===== src/design/aspect_fit_nearest_scaler_defines.svh =====
// Assertion helpers for the aspect-fit scaler.
// Checks compile away when SYNTHESIS is defined.
`ifndef ASPECT_FIT_NEAREST_SCALER_DEFINES_SVH
`define ASPECT_FIT_NEAREST_SCALER_DEFINES_SVH

`ifndef SYNTHESIS
`define AFNS_ASSERT_IMPL(lbl, clk_s, rstn_s, ante, cons) \
  lbl: assert property (@(posedge clk_s) disable iff (!rstn_s) (ante) |-> (cons)) \
    else $error("afns: same-cycle check failed");
`define AFNS_ASSERT_NEXT(lbl, clk_s, rstn_s, ante, cons) \
  lbl: assert property (@(posedge clk_s) disable iff (!rstn_s) (ante) |=> (cons)) \
    else $error("afns: next-cycle check failed");
`else
`define AFNS_ASSERT_IMPL(lbl, clk_s, rstn_s, ante, cons)
`define AFNS_ASSERT_NEXT(lbl, clk_s, rstn_s, ante, cons)
`endif

`endif


===== src/design/afns_pkg.sv =====
`timescale 1ns / 1ps
package afns_pkg;

  // Fixed field widths
  localparam int SRC_DIM_W = 12;
  localparam int DEST_W    = 17;
  localparam int SRCIDX_W  = 24;
  localparam int FRAC_W    = 16;

  // Display size defaults
  localparam int DISPLAY_WIDTH_DEF  = 384;
  localparam int DISPLAY_HEIGHT_DEF = 216;

  // Configuration port
  localparam int CFG_DATA_W = 32;
  localparam int CFG_ADDR_W = 3;
  localparam logic REG_SRC_WIDTH  = 1'b0;
  localparam logic REG_SRC_HEIGHT = 1'b1;
  localparam logic [SRC_DIM_W-1:0] SRC_WIDTH_RST  = 12'd384;
  localparam logic [SRC_DIM_W-1:0] SRC_HEIGHT_RST = 12'd216;

endpackage


===== src/design/afns_in_if.sv =====
`timescale 1ns / 1ps
interface afns_in_if;
  logic valid;
  logic ready;
  logic restart;

  modport source (output valid, output restart, input ready);
  modport sink   (input valid, input restart, output ready);
endinterface


===== src/design/afns_out_if.sv =====
`timescale 1ns / 1ps
interface afns_out_if;
  import afns_pkg::*;

  logic                valid;
  logic                ready;
  logic [DEST_W-1:0]   dest_index;
  logic [SRCIDX_W-1:0] src_index;
  logic                first_in_frame;
  logic                last_in_frame;

  modport source (output valid, output dest_index, output src_index,
                  output first_in_frame, output last_in_frame, input ready);
  modport sink   (input valid, input dest_index, input src_index,
                  input first_in_frame, input last_in_frame, output ready);
endinterface


===== src/design/aspect_fit_nearest_scaler.sv =====
`timescale 1ns / 1ps
`include "aspect_fit_nearest_scaler_defines.svh"
// Inside a frame an accepted item passes through the MX, MY, MW, MS and FIN states; FIN waits
// until the output register is free. A new item is taken only once the sequencer is back in IDLE.
// A frame's first word first runs 4 or 5 serial divisions on one radix-2 divider, NUM_W = 28 at default sizes.
// Per-pixel cost is set by one shared multiplier used in four successive steps.
// Reset (synchronous, rst_n low): position, frame values and the output valid flag clear; source
// size registers return to 384 x 216. The first word after reset starts a frame.
module aspect_fit_nearest_scaler #(
  parameter int DISPLAY_WIDTH  = afns_pkg::DISPLAY_WIDTH_DEF,
  parameter int DISPLAY_HEIGHT = afns_pkg::DISPLAY_HEIGHT_DEF
) (
  input  logic                                clk,
  input  logic                                rst_n,
  afns_in_if.sink                             in_ch,
  afns_out_if.source                          out_ch,
  input  logic                                psel,
  input  logic                                penable,
  input  logic                                pwrite,
  input  logic [afns_pkg::CFG_ADDR_W-1:0]     paddr,
  input  logic [afns_pkg::CFG_DATA_W-1:0]     pwdata,
  output logic [afns_pkg::CFG_DATA_W-1:0]     prdata,
  output logic                                pready
);
  import afns_pkg::*;

  localparam int COL_W = $clog2(DISPLAY_WIDTH);
  localparam int ROW_W = $clog2(DISPLAY_HEIGHT);
  localparam int DW_W  = $clog2(DISPLAY_WIDTH + 1);
  localparam int DH_W  = $clog2(DISPLAY_HEIGHT + 1);
  localparam int DEN_W = (SRC_DIM_W > DW_W) ?
                         ((SRC_DIM_W > DH_W) ? SRC_DIM_W : DH_W) :
                         ((DW_W > DH_W) ? DW_W : DH_W);
  localparam int NUM_W = DEN_W + FRAC_W;
  localparam int MA_W  = (SRC_DIM_W > COL_W) ?
                         ((SRC_DIM_W > ROW_W) ? SRC_DIM_W : ROW_W) :
                         ((COL_W > ROW_W) ? COL_W : ROW_W);
  localparam int PROD_W = MA_W + NUM_W;
  localparam int CNT_W  = $clog2(NUM_W + 1);

  localparam logic [NUM_W-1:0] DW_N   = NUM_W'(DISPLAY_WIDTH);
  localparam logic [NUM_W-1:0] DH_N   = NUM_W'(DISPLAY_HEIGHT);
  localparam logic [DW_W-1:0]  DW_V   = DW_W'(DISPLAY_WIDTH);
  localparam logic [DH_W-1:0]  DH_V   = DH_W'(DISPLAY_HEIGHT);
  localparam logic [NUM_W-1:0] DW_NUM = DW_N << FRAC_W;
  localparam logic [NUM_W-1:0] DH_NUM = DH_N << FRAC_W;

  typedef enum logic [6:0] {
    ST_IDLE = 7'b0000001,
    ST_DIV  = 7'b0000010,
    ST_MX   = 7'b0000100,
    ST_MY   = 7'b0001000,
    ST_MW   = 7'b0010000,
    ST_MS   = 7'b0100000,
    ST_FIN  = 7'b1000000
  } state_t;

  typedef enum logic [5:0] {
    PH_PX   = 6'b000001,
    PH_PY   = 6'b000010,
    PH_FITH = 6'b000100,
    PH_FITW = 6'b001000,
    PH_SX   = 6'b010000,
    PH_SY   = 6'b100000
  } phase_t;

  state_t state_r;
  phase_t phase_r;

  logic [SRC_DIM_W-1:0] src_width_r, src_height_r;
  logic [SRC_DIM_W-1:0] w_eff, h_eff, w_m1, h_m1;

  logic [COL_W-1:0] col_r;
  logic [ROW_W-1:0] row_r;
  logic             first_r;
  logic [NUM_W-1:0] step_x_r, step_y_r, qx_r;
  logic [DW_W-1:0]  sw_r;
  logic [DH_W-1:0]  sh_r;
  logic [DW_W-1:0]  offx;
  logic [DH_W-1:0]  offy;

  // divider
  logic [NUM_W-1:0] numq_r, numq_nxt;
  logic [DEN_W-1:0] den_r, rem_r, rem_nxt;
  logic [DEN_W:0]   rem_sh;
  logic             div_ge;
  logic [CNT_W-1:0] cnt_r;
  logic [DW_W-1:0]  fit_w;
  logic [DH_W-1:0]  fit_h;

  // multiplier
  logic [MA_W-1:0]   mul_a;
  logic [NUM_W-1:0]  mul_b;
  logic [PROD_W-1:0] prod_r;
  logic [PROD_W-FRAC_W-1:0] prod_int;

  logic [SRC_DIM_W-1:0] x2_r, y2_r;
  logic [DEST_W-1:0]    dest_r;
  logic                 last_pix;
  logic                 in_acc, out_load;
  logic [COL_W-1:0]     col_eff;
  logic [ROW_W-1:0]     row_eff;
  logic [DH_W-1:0]      dest_row;

  logic                 out_valid_r;
  logic [DEST_W-1:0]    out_dest_r;
  logic [SRCIDX_W-1:0]  out_src_r;
  logic                 out_first_r, out_last_r;

  // Configuration port
  assign pready = 1'b1;
  always_comb begin
    prdata = '0;
    case (paddr[2])
      REG_SRC_WIDTH:  prdata = CFG_DATA_W'(src_width_r);
      REG_SRC_HEIGHT: prdata = CFG_DATA_W'(src_height_r);
      default:        prdata = '0;
    endcase
  end

  always_ff @(posedge clk) begin
    if (!rst_n) begin
      src_width_r  <= SRC_WIDTH_RST;
      src_height_r <= SRC_HEIGHT_RST;
    end else if (psel && penable && pwrite && pready) begin
      case (paddr[2])
        REG_SRC_WIDTH:  src_width_r  <= pwdata[SRC_DIM_W-1:0];
        REG_SRC_HEIGHT: src_height_r <= pwdata[SRC_DIM_W-1:0];
        default: ;
      endcase
    end
  end

  // Treat a zero size as one
  assign w_eff = (src_width_r == '0)  ? SRC_DIM_W'(1) : src_width_r;
  assign h_eff = (src_height_r == '0) ? SRC_DIM_W'(1) : src_height_r;
  assign w_m1  = w_eff - SRC_DIM_W'(1);
  assign h_m1  = h_eff - SRC_DIM_W'(1);

  // Centering offsets follow the scaled window
  assign offx = (DW_V - sw_r) >> 1;
  assign offy = (DH_V - sh_r) >> 1;

  assign in_ch.ready = (state_r == ST_IDLE);
  assign in_acc      = in_ch.valid && in_ch.ready;
  assign col_eff     = in_ch.restart ? '0 : col_r;
  assign row_eff     = in_ch.restart ? '0 : row_r;

  // One restoring divider step per cycle
  assign rem_sh   = {rem_r, numq_r[NUM_W-1]};
  assign div_ge   = (rem_sh >= {1'b0, den_r});
  assign rem_nxt  = div_ge ? DEN_W'(rem_sh - {1'b0, den_r}) : rem_sh[DEN_W-1:0];
  assign numq_nxt = {numq_r[NUM_W-2:0], div_ge};

  // Clamp a scaled size into one..display
  assign fit_w = (numq_r == '0) ? DW_W'(1) :
                 (numq_r > DW_N) ? DW_V : numq_r[DW_W-1:0];
  assign fit_h = (numq_r == '0) ? DH_W'(1) :
                 (numq_r > DH_N) ? DH_V : numq_r[DH_W-1:0];

  // Shared multiplier operand select
  assign dest_row = offy + DH_W'(row_r);
  always_comb begin
    mul_a = '0;
    mul_b = '0;
    case (state_r)
      ST_MX: begin
        mul_a = MA_W'(col_r);
        mul_b = step_x_r;
      end
      ST_MY: begin
        mul_a = MA_W'(row_r);
        mul_b = step_y_r;
      end
      ST_MW: begin
        mul_a = MA_W'(dest_row);
        mul_b = DW_N;
      end
      ST_MS: begin
        mul_a = MA_W'(y2_r);
        mul_b = NUM_W'(w_eff);
      end
      default: begin
        mul_a = '0;
        mul_b = '0;
      end
    endcase
  end

  assign prod_int = prod_r[PROD_W-1:FRAC_W];
  assign last_pix = ((DW_W'(col_r) + DW_W'(1)) >= sw_r) &&
                    ((DH_W'(row_r) + DH_W'(1)) >= sh_r);
  assign out_load = (state_r == ST_FIN) && (!out_valid_r || out_ch.ready);

  // Sequencer
  always_ff @(posedge clk) begin
    if (!rst_n) begin
      state_r  <= ST_IDLE;
      phase_r  <= PH_PX;
      cnt_r    <= '0;
      col_r    <= '0;
      row_r    <= '0;
      first_r  <= 1'b0;
      step_x_r <= '0;
      step_y_r <= '0;
      sw_r     <= '0;
      sh_r     <= '0;
      qx_r     <= '0;
    end else begin
      case (state_r)
        ST_IDLE: begin
          if (in_acc) begin
            col_r   <= col_eff;
            row_r   <= row_eff;
            first_r <= (col_eff == '0) && (row_eff == '0);
            if ((col_eff == '0) && (row_eff == '0)) begin
              state_r <= ST_DIV;
              phase_r <= PH_PX;
              numq_r  <= DW_NUM;
              den_r   <= DEN_W'(w_eff);
              rem_r   <= '0;
              cnt_r   <= CNT_W'(NUM_W);
            end else begin
              state_r <= ST_MX;
            end
          end
        end
        ST_DIV: begin
          if (cnt_r != '0) begin
            numq_r <= numq_nxt;
            rem_r  <= rem_nxt;
            cnt_r  <= cnt_r - CNT_W'(1);
          end else begin
            // quotient ready: pick the next division, or start the pixel steps after the last one
            rem_r <= '0;
            cnt_r <= CNT_W'(NUM_W);
            case (phase_r)
              PH_PX: begin
                qx_r    <= numq_r;
                phase_r <= PH_PY;
                numq_r  <= DH_NUM;
                den_r   <= DEN_W'(h_eff);
              end
              PH_PY: begin
                if (qx_r == numq_r) begin
                  sw_r    <= DW_V;
                  sh_r    <= DH_V;
                  phase_r <= PH_SX;
                  numq_r  <= NUM_W'({w_eff, {FRAC_W{1'b0}}});
                  den_r   <= DEN_W'(DW_V);
                end else if (qx_r < numq_r) begin
                  sw_r    <= DW_V;
                  phase_r <= PH_FITH;
                  numq_r  <= NUM_W'(h_eff) * DW_N;
                  den_r   <= DEN_W'(w_eff);
                end else begin
                  sh_r    <= DH_V;
                  phase_r <= PH_FITW;
                  numq_r  <= NUM_W'(w_eff) * DH_N;
                  den_r   <= DEN_W'(h_eff);
                end
              end
              PH_FITH: begin
                sh_r    <= fit_h;
                phase_r <= PH_SX;
                numq_r  <= NUM_W'({w_eff, {FRAC_W{1'b0}}});
                den_r   <= DEN_W'(sw_r);
              end
              PH_FITW: begin
                sw_r    <= fit_w;
                phase_r <= PH_SX;
                numq_r  <= NUM_W'({w_eff, {FRAC_W{1'b0}}});
                den_r   <= DEN_W'(fit_w);
              end
              PH_SX: begin
                step_x_r <= numq_r + NUM_W'(1);
                phase_r  <= PH_SY;
                numq_r   <= NUM_W'({h_eff, {FRAC_W{1'b0}}});
                den_r    <= DEN_W'(sh_r);
              end
              PH_SY: begin
                step_y_r <= numq_r + NUM_W'(1);
                phase_r  <= PH_PX;
                cnt_r    <= '0;
                state_r  <= ST_MX;
              end
              default: begin
                phase_r <= PH_PX;
                state_r <= ST_IDLE;
              end
            endcase
          end
        end
        ST_MX: state_r <= ST_MY;
        ST_MY: state_r <= ST_MW;
        ST_MW: state_r <= ST_MS;
        ST_MS: state_r <= ST_FIN;
        ST_FIN: begin
          // advance the raster position as the word leaves
          if (out_load) begin
            state_r <= ST_IDLE;
            if (last_pix) begin
              col_r <= '0;
              row_r <= '0;
            end else if ((DW_W'(col_r) + DW_W'(1)) >= sw_r) begin
              col_r <= '0;
              row_r <= row_r + ROW_W'(1);
            end else begin
              col_r <= col_r + COL_W'(1);
            end
          end
        end
        default: state_r <= ST_IDLE;
      endcase
    end
  end

  // Pixel datapath: products, saturation, index sums
  always_ff @(posedge clk) begin
    if ((state_r == ST_MX) || (state_r == ST_MY) ||
        (state_r == ST_MW) || (state_r == ST_MS)) begin
      prod_r <= mul_a * mul_b;
    end
    if (state_r == ST_MY) begin
      x2_r <= (prod_int > (PROD_W-FRAC_W)'(w_m1)) ? w_m1 : prod_int[SRC_DIM_W-1:0];
    end
    if (state_r == ST_MW) begin
      y2_r <= (prod_int > (PROD_W-FRAC_W)'(h_m1)) ? h_m1 : prod_int[SRC_DIM_W-1:0];
    end
    if (state_r == ST_MS) begin
      dest_r <= DEST_W'(prod_r) + DEST_W'(offx) + DEST_W'(col_r);
    end
  end

  // Output register: hold until taken
  always_ff @(posedge clk) begin
    if (!rst_n) begin
      out_valid_r <= 1'b0;
    end else if (out_load) begin
      out_valid_r <= 1'b1;
    end else if (out_ch.ready) begin
      out_valid_r <= 1'b0;
    end
  end

  always_ff @(posedge clk) begin
    if (out_load) begin
      out_dest_r  <= dest_r;
      out_src_r   <= SRCIDX_W'(prod_r) + SRCIDX_W'(x2_r);
      out_first_r <= first_r;
      out_last_r  <= last_pix;
    end
  end

  assign out_ch.valid          = out_valid_r;
  assign out_ch.dest_index     = out_dest_r;
  assign out_ch.src_index      = out_src_r;
  assign out_ch.first_in_frame = out_first_r;
  assign out_ch.last_in_frame  = out_last_r;

  // Checks
  `AFNS_ASSERT_NEXT(a_acc_starts_work, clk, rst_n, in_acc, (state_r == ST_DIV) || (state_r == ST_MX))
  `AFNS_ASSERT_IMPL(a_out_from_fin, clk, rst_n, $rose(out_valid_r), $past(state_r == ST_FIN))
  `AFNS_ASSERT_IMPL(a_x2_in_range, clk, rst_n, state_r == ST_MW, x2_r <= w_m1)
  `AFNS_ASSERT_NEXT(a_last_wraps, clk, rst_n, out_load && last_pix, (col_r == '0) && (row_r == '0))

endmodule

===== src/flat_wrapper.sv =====
// flat-port wrapper written by rule: the top's interface ports become plain ports
module aspect_fit_nearest_scaler_flat import afns_pkg::*;
#(
  parameter int DISPLAY_WIDTH  = afns_pkg::DISPLAY_WIDTH_DEF,
  parameter int DISPLAY_HEIGHT = afns_pkg::DISPLAY_HEIGHT_DEF
)
  (clk, rst_n, psel, penable, pwrite, paddr, pwdata, prdata, pready, in_ch_valid, in_ch_restart, in_ch_ready, out_ch_valid, out_ch_dest_index, out_ch_src_index, out_ch_first_in_frame, out_ch_last_in_frame, out_ch_ready);
  afns_in_if in_ch_i ();
  afns_out_if out_ch_i ();
  input  logic clk;
  input  logic rst_n;
  input  logic psel;
  input  logic penable;
  input  logic pwrite;
  input  logic [afns_pkg::CFG_ADDR_W-1:0] paddr;
  input  logic [afns_pkg::CFG_DATA_W-1:0] pwdata;
  output logic [afns_pkg::CFG_DATA_W-1:0] prdata;
  output logic pready;
  input wire logic [$bits(in_ch_i.valid)-1:0] in_ch_valid;
  input wire logic [$bits(in_ch_i.restart)-1:0] in_ch_restart;
  output wire logic [$bits(in_ch_i.ready)-1:0] in_ch_ready;
  output wire logic [$bits(out_ch_i.valid)-1:0] out_ch_valid;
  output wire logic [$bits(out_ch_i.dest_index)-1:0] out_ch_dest_index;
  output wire logic [$bits(out_ch_i.src_index)-1:0] out_ch_src_index;
  output wire logic [$bits(out_ch_i.first_in_frame)-1:0] out_ch_first_in_frame;
  output wire logic [$bits(out_ch_i.last_in_frame)-1:0] out_ch_last_in_frame;
  input wire logic [$bits(out_ch_i.ready)-1:0] out_ch_ready;
  assign in_ch_i.valid = in_ch_valid;
  assign in_ch_i.restart = in_ch_restart;
  assign in_ch_ready = in_ch_i.ready;
  assign out_ch_valid = out_ch_i.valid;
  assign out_ch_dest_index = out_ch_i.dest_index;
  assign out_ch_src_index = out_ch_i.src_index;
  assign out_ch_first_in_frame = out_ch_i.first_in_frame;
  assign out_ch_last_in_frame = out_ch_i.last_in_frame;
  assign out_ch_i.ready = out_ch_ready;
  aspect_fit_nearest_scaler #(.DISPLAY_WIDTH(DISPLAY_WIDTH), .DISPLAY_HEIGHT(DISPLAY_HEIGHT)) u_core (.clk(clk), .rst_n(rst_n), .in_ch(in_ch_i), .out_ch(out_ch_i), .psel(psel), .penable(penable), .pwrite(pwrite), .paddr(paddr), .pwdata(pwdata), .prdata(prdata), .pready(pready));
endmodule

===== config.mk =====
export PLATFORM = sky130hd
export DESIGN_NAME = aspect_fit_nearest_scaler_flat
export DESIGN_NICKNAME = d
export VERILOG_FILES = /design/src/design/afns_pkg.sv /design/src/design/afns_in_if.sv /design/src/design/afns_out_if.sv /design/src/design/aspect_fit_nearest_scaler.sv /design/src/flat_wrapper.sv
export VERILOG_INCLUDE_DIRS = /design/src /design/src/design
export SDC_FILE = /design/constraint.sdc
export NUM_CORES = 2
export LEC_CHECK = 0
export BUFFER_PORTS_ARGS = -buffer_cell sky130_fd_sc_hd__clkbuf_2
export CAP_MARGIN = 20
export CORE_MARGIN = 3
export CORE_UTILIZATION = 35
export CTS_BUF_LIST = sky130_fd_sc_hd__clkbuf_8
export DETAILED_ROUTE_END_ITERATION = 6
export PLACE_DENSITY_LB_ADDON = 0.1
export SLEW_MARGIN = 20
export SYNTH_ARGS = -nofsm -noshare
export SYNTH_HDL_FRONTEND = slang
export SYNTH_SLANG_ARGS = --single-unit
export TNS_END_PERCENT = 50

===== constraint.sdc =====
create_clock -name clk -period 7.6 [get_ports clk]
set_clock_uncertainty 0.2 [all_clocks]
set_input_delay 1.52 -clock clk [delete_from_list [all_inputs] [get_ports clk]]
set_output_delay 1.52 -clock clk [all_outputs]
set_load 0.05 [all_outputs]

==> impl_metrics.toml <==
[timing]
layout_min_cycle_time_ps = 7670
fin_hold_ws_ps = 213
finalCritPeriodShare_pct = 101
clock.fmax_mhz = 130
tns_ps = -178
maxSlewHeadroom_pct = 31.0
hold_violations = 0
tightest_slew_ps = 1030
rsz0062_at_grt = "yes"
slew_violations = 0
fin_ws_ps = -73.1
report.final.setup_viol = 3

[cts]
clockBufferDepth = 3
clk_pin_slew_ps = 60
cts.sinks = 338
cts_root_buf = "clkbuf_8"
hold_buffers = 0
h-tree-depth = 3
insertion_delay_ps = 710
cts_buffers = 69
cts_tree = "yes"

[placed_design]
port_buffers = 77
gp_congestion = 0.918
pre_cts_ws_ps = -652
hpwl_um = 77000

[floorplan]
die_area_mm2 = 0.0928
row_count = 108
io_pins = 121
die_w_um = 305
core_mm2 = 0.0876
start_util_pct = 35.7
die_y_um = 305

[logic_synthesis]
async_flop_share_pct = 0
synth_seq_cells = 338
syn_inst = 3430
synth.most_common_cell = "nand2_1"
synth_ff_type = "edfxtp_1"
avgSynthCellArea_um2 = 9.10
yosysTopAreaCellShare_pct = 18.6
ys_top_cells_by_count = "nand2_1, inv_1, fa_1, ha_1, edfxtp_1"
synthTopCellsByArea = "fa_1, edfxtp_1, ha_1"
syn-cell-area_mm2 = 0.0312
ys_warn_count = 0
synth-edff-count = 176
synth_cell_types = 83
synth_area_leader_cell = "fa_1"
synth_seq_area_share_pct = 27.3

[finish]
fin_util_pct = 42.9
final_nets = 4403
final_layout_size_suffix_gt1_share_pct = 17.2
layout.area.seq_mm2 = 0.00853
syn_to_final_growth_pct = 20.2
multiInputGateArea_mm2 = 0.0212
fill_cells = 8841

[critical_path]
endpoint = "u_core.prod_r[37]"
cp.required_ps = 7810
regToRegEndpoint = "u_core.prod_r[37]"
crit_start = "u_core.sh_r[1]"
end_kind = "flop"
cp.arrival_ps = 7880
path_max_fanout = 6
cpPeakStageDelay_ps = 540
critPathLaunchType = "flop"
reg2reg_from = "u_core.sh_r[1]"
worst_path_max_delay_cell = "fa_1"
r2r_slack_ps = -70
reg2reg_depth = 34
timing_worst_setup_path_type = "flop to flop"

[global_route]
grt_overflow = 0
use_met3_pct = 3.47
met1_usage_pct = 27.3
grt_max_degree = 89
antenna_found_initial = 4
grt.busiest_layer = "met2"
gr-usage-all-layers_pct = 20.5
met2_usage_pct = 34.0
grt_pass1_vias = 25200
grt_pass1_wl_um = 148000

[routing]
drt_iter0_drc = 1806
num_vias = 25000
routed_wl_um = 95600
drc = 0
drt_first_pass_iters = 5
antenna_left = 0
wire_per_inst_um = 19.1
via_per_inst = 5.00

[power_and_ir_drop]
swShare_pct = 30.7
comb_power_share_pct = 19.3
leakage_nw = 17.1
power_density_mw_per_mm2 = 131
ir_worst_vdd_uv = 107
pwr-share-seq_pct = 40.4
internal-power_mw = 3.41
finalPower_mw = 4.92
p_sw_mw = 1.51
clockPowerShare_pct = 40.3

[hold_path]
hp-class = "flop to flop"

[run]
drv_cap = 0

[outcome]
status = "finished, violations left"
violations = "negative setup slack"
[flip-flops by register name, summed over array words and instances (netlist names), 9 cells and up]
register,cells
u_core.x2_r,12
u_core.dest_r,17
u_core.sw_r,9
u_core.col_r,9
u_core.out_ch.dest_index,17
u_core.src_height_r,12
u_core.prod_r,40
u_core.numq_r,28
u_core.y2_r,12
u_core.step_x_r,28
u_core.qx_r,28
u_core.out_ch.src_index,24
u_core.src_width_r,12
u_core.step_y_r,28
u_core.rem_r,12
u_core.den_r,12
[worst max-delay path, delay by kind of cell, from the launching register on]
family / cells / cell delay [ps]
AO/OA/AOI/OAI: 13 / 2250
XOR/XNOR: 2 / 310
adder cells (fa/ha/maj): 8 / 3130
buffers and inverters: 9 / 950
flip-flops: 1 / 350
AND/OR/NAND/NOR: 2 / 190
[power by group through the flow]
stage	combinational [mW]	sequential, mW	clock, mW
after floorplan	0.615	2.01	0
after global placement	0.871	2.02	0
after detailed placement	0.867	2.02	0
after CTS	0.884	1.99	2.06
after global routing	1.06	1.99	2.13
final	0.951	1.99	1.98
[cells in the final DEF, fill, tap and decap left out, types with 69 or more instances in the layout]
cell	instances
o21ai_0	113
nand2_1	539
ha_1	248
a21oi_1	98
edfxtp_1	176
clkbuf_8	80
conb_1	69
a21boi_0	72
xnor2_1	133
nor2_1	127
clkbuf_2	76
fa_1	279
inv_1	502
dfxtp_1	160
buf_4	280
[per-stage QoR]
stage,cell area (µm²),cells
after global placement,35200,4861
final,37500,5012
after floorplan,31600,3497
after detailed placement,35200,4861
after global routing,37500,5011
after CTS,37000,5007
[how the worst min path moves through the flow]
stage / from / endpoint / slack, ps / depth (start not counted)
5_1_grt: u_core.dest_r[10] / u_core.out_ch.dest_index[10] / 220 / 0
3_5_place_dp: u_core.dest_r[3] / u_core.out_ch.dest_index[3] / 210 / 0
2_1_floorplan: u_core.dest_r[0] / u_core.out_ch.dest_index[0] / 200 / 0
3_3_place_gp: u_core.dest_r[11] / u_core.out_ch.dest_index[11] / 200 / 0
6_report: u_core.dest_r[7] / u_core.out_ch.dest_index[7] / 210 / 0
4_1_cts: u_core.dest_r[7] / u_core.out_ch.dest_index[7] / 210 / 0
[what timing repair did]
| item | in CTS | in global routing |
|---|---|---|
| endpoints found under the setup margin | 21 | 20 |
| setup buffers | 19 | 8 |
| resized for setup | 67 | 117 |
| pin swaps | 59 | 86 |
[cell type report]
type	instances	share of cell area, %
diodes	2	0.0133
flip-flops and latches	338	22.7
multi-input cells	2489	56.5
inverters	516	5.17
repair buffers	385	7.97
clock inverters	47	0.823
clock buffers	80	2.93
well taps	1155	3.85
[cell families (layout without fill, tap and decap cells)]
kind of cell	count (synthesis)	in the layout	synth area share [%]
simple gates	1014	1014	14.6
buf+inv	670	1028	8.32
compound gates	635	635	14.2
fa+ha+maj	561	561	29.5
flops	338	338	27.3
xor+xnor	174	174	4.88
mux	36	36	1.17
other cells	2	71	0.0241
[per-layer routing]
| metal | share of wire, % | vias to the layer above |
|---|---|---|
| met5 | 0 | - |
| met2 | 47 | 559 |
| met4 | 3.2 | 0 |
| met3 | 5.1 | 138 |
| li1 | - | 12100 |
| met1 | 45 | 12200 |
Power figures use the tool's default switching activity.
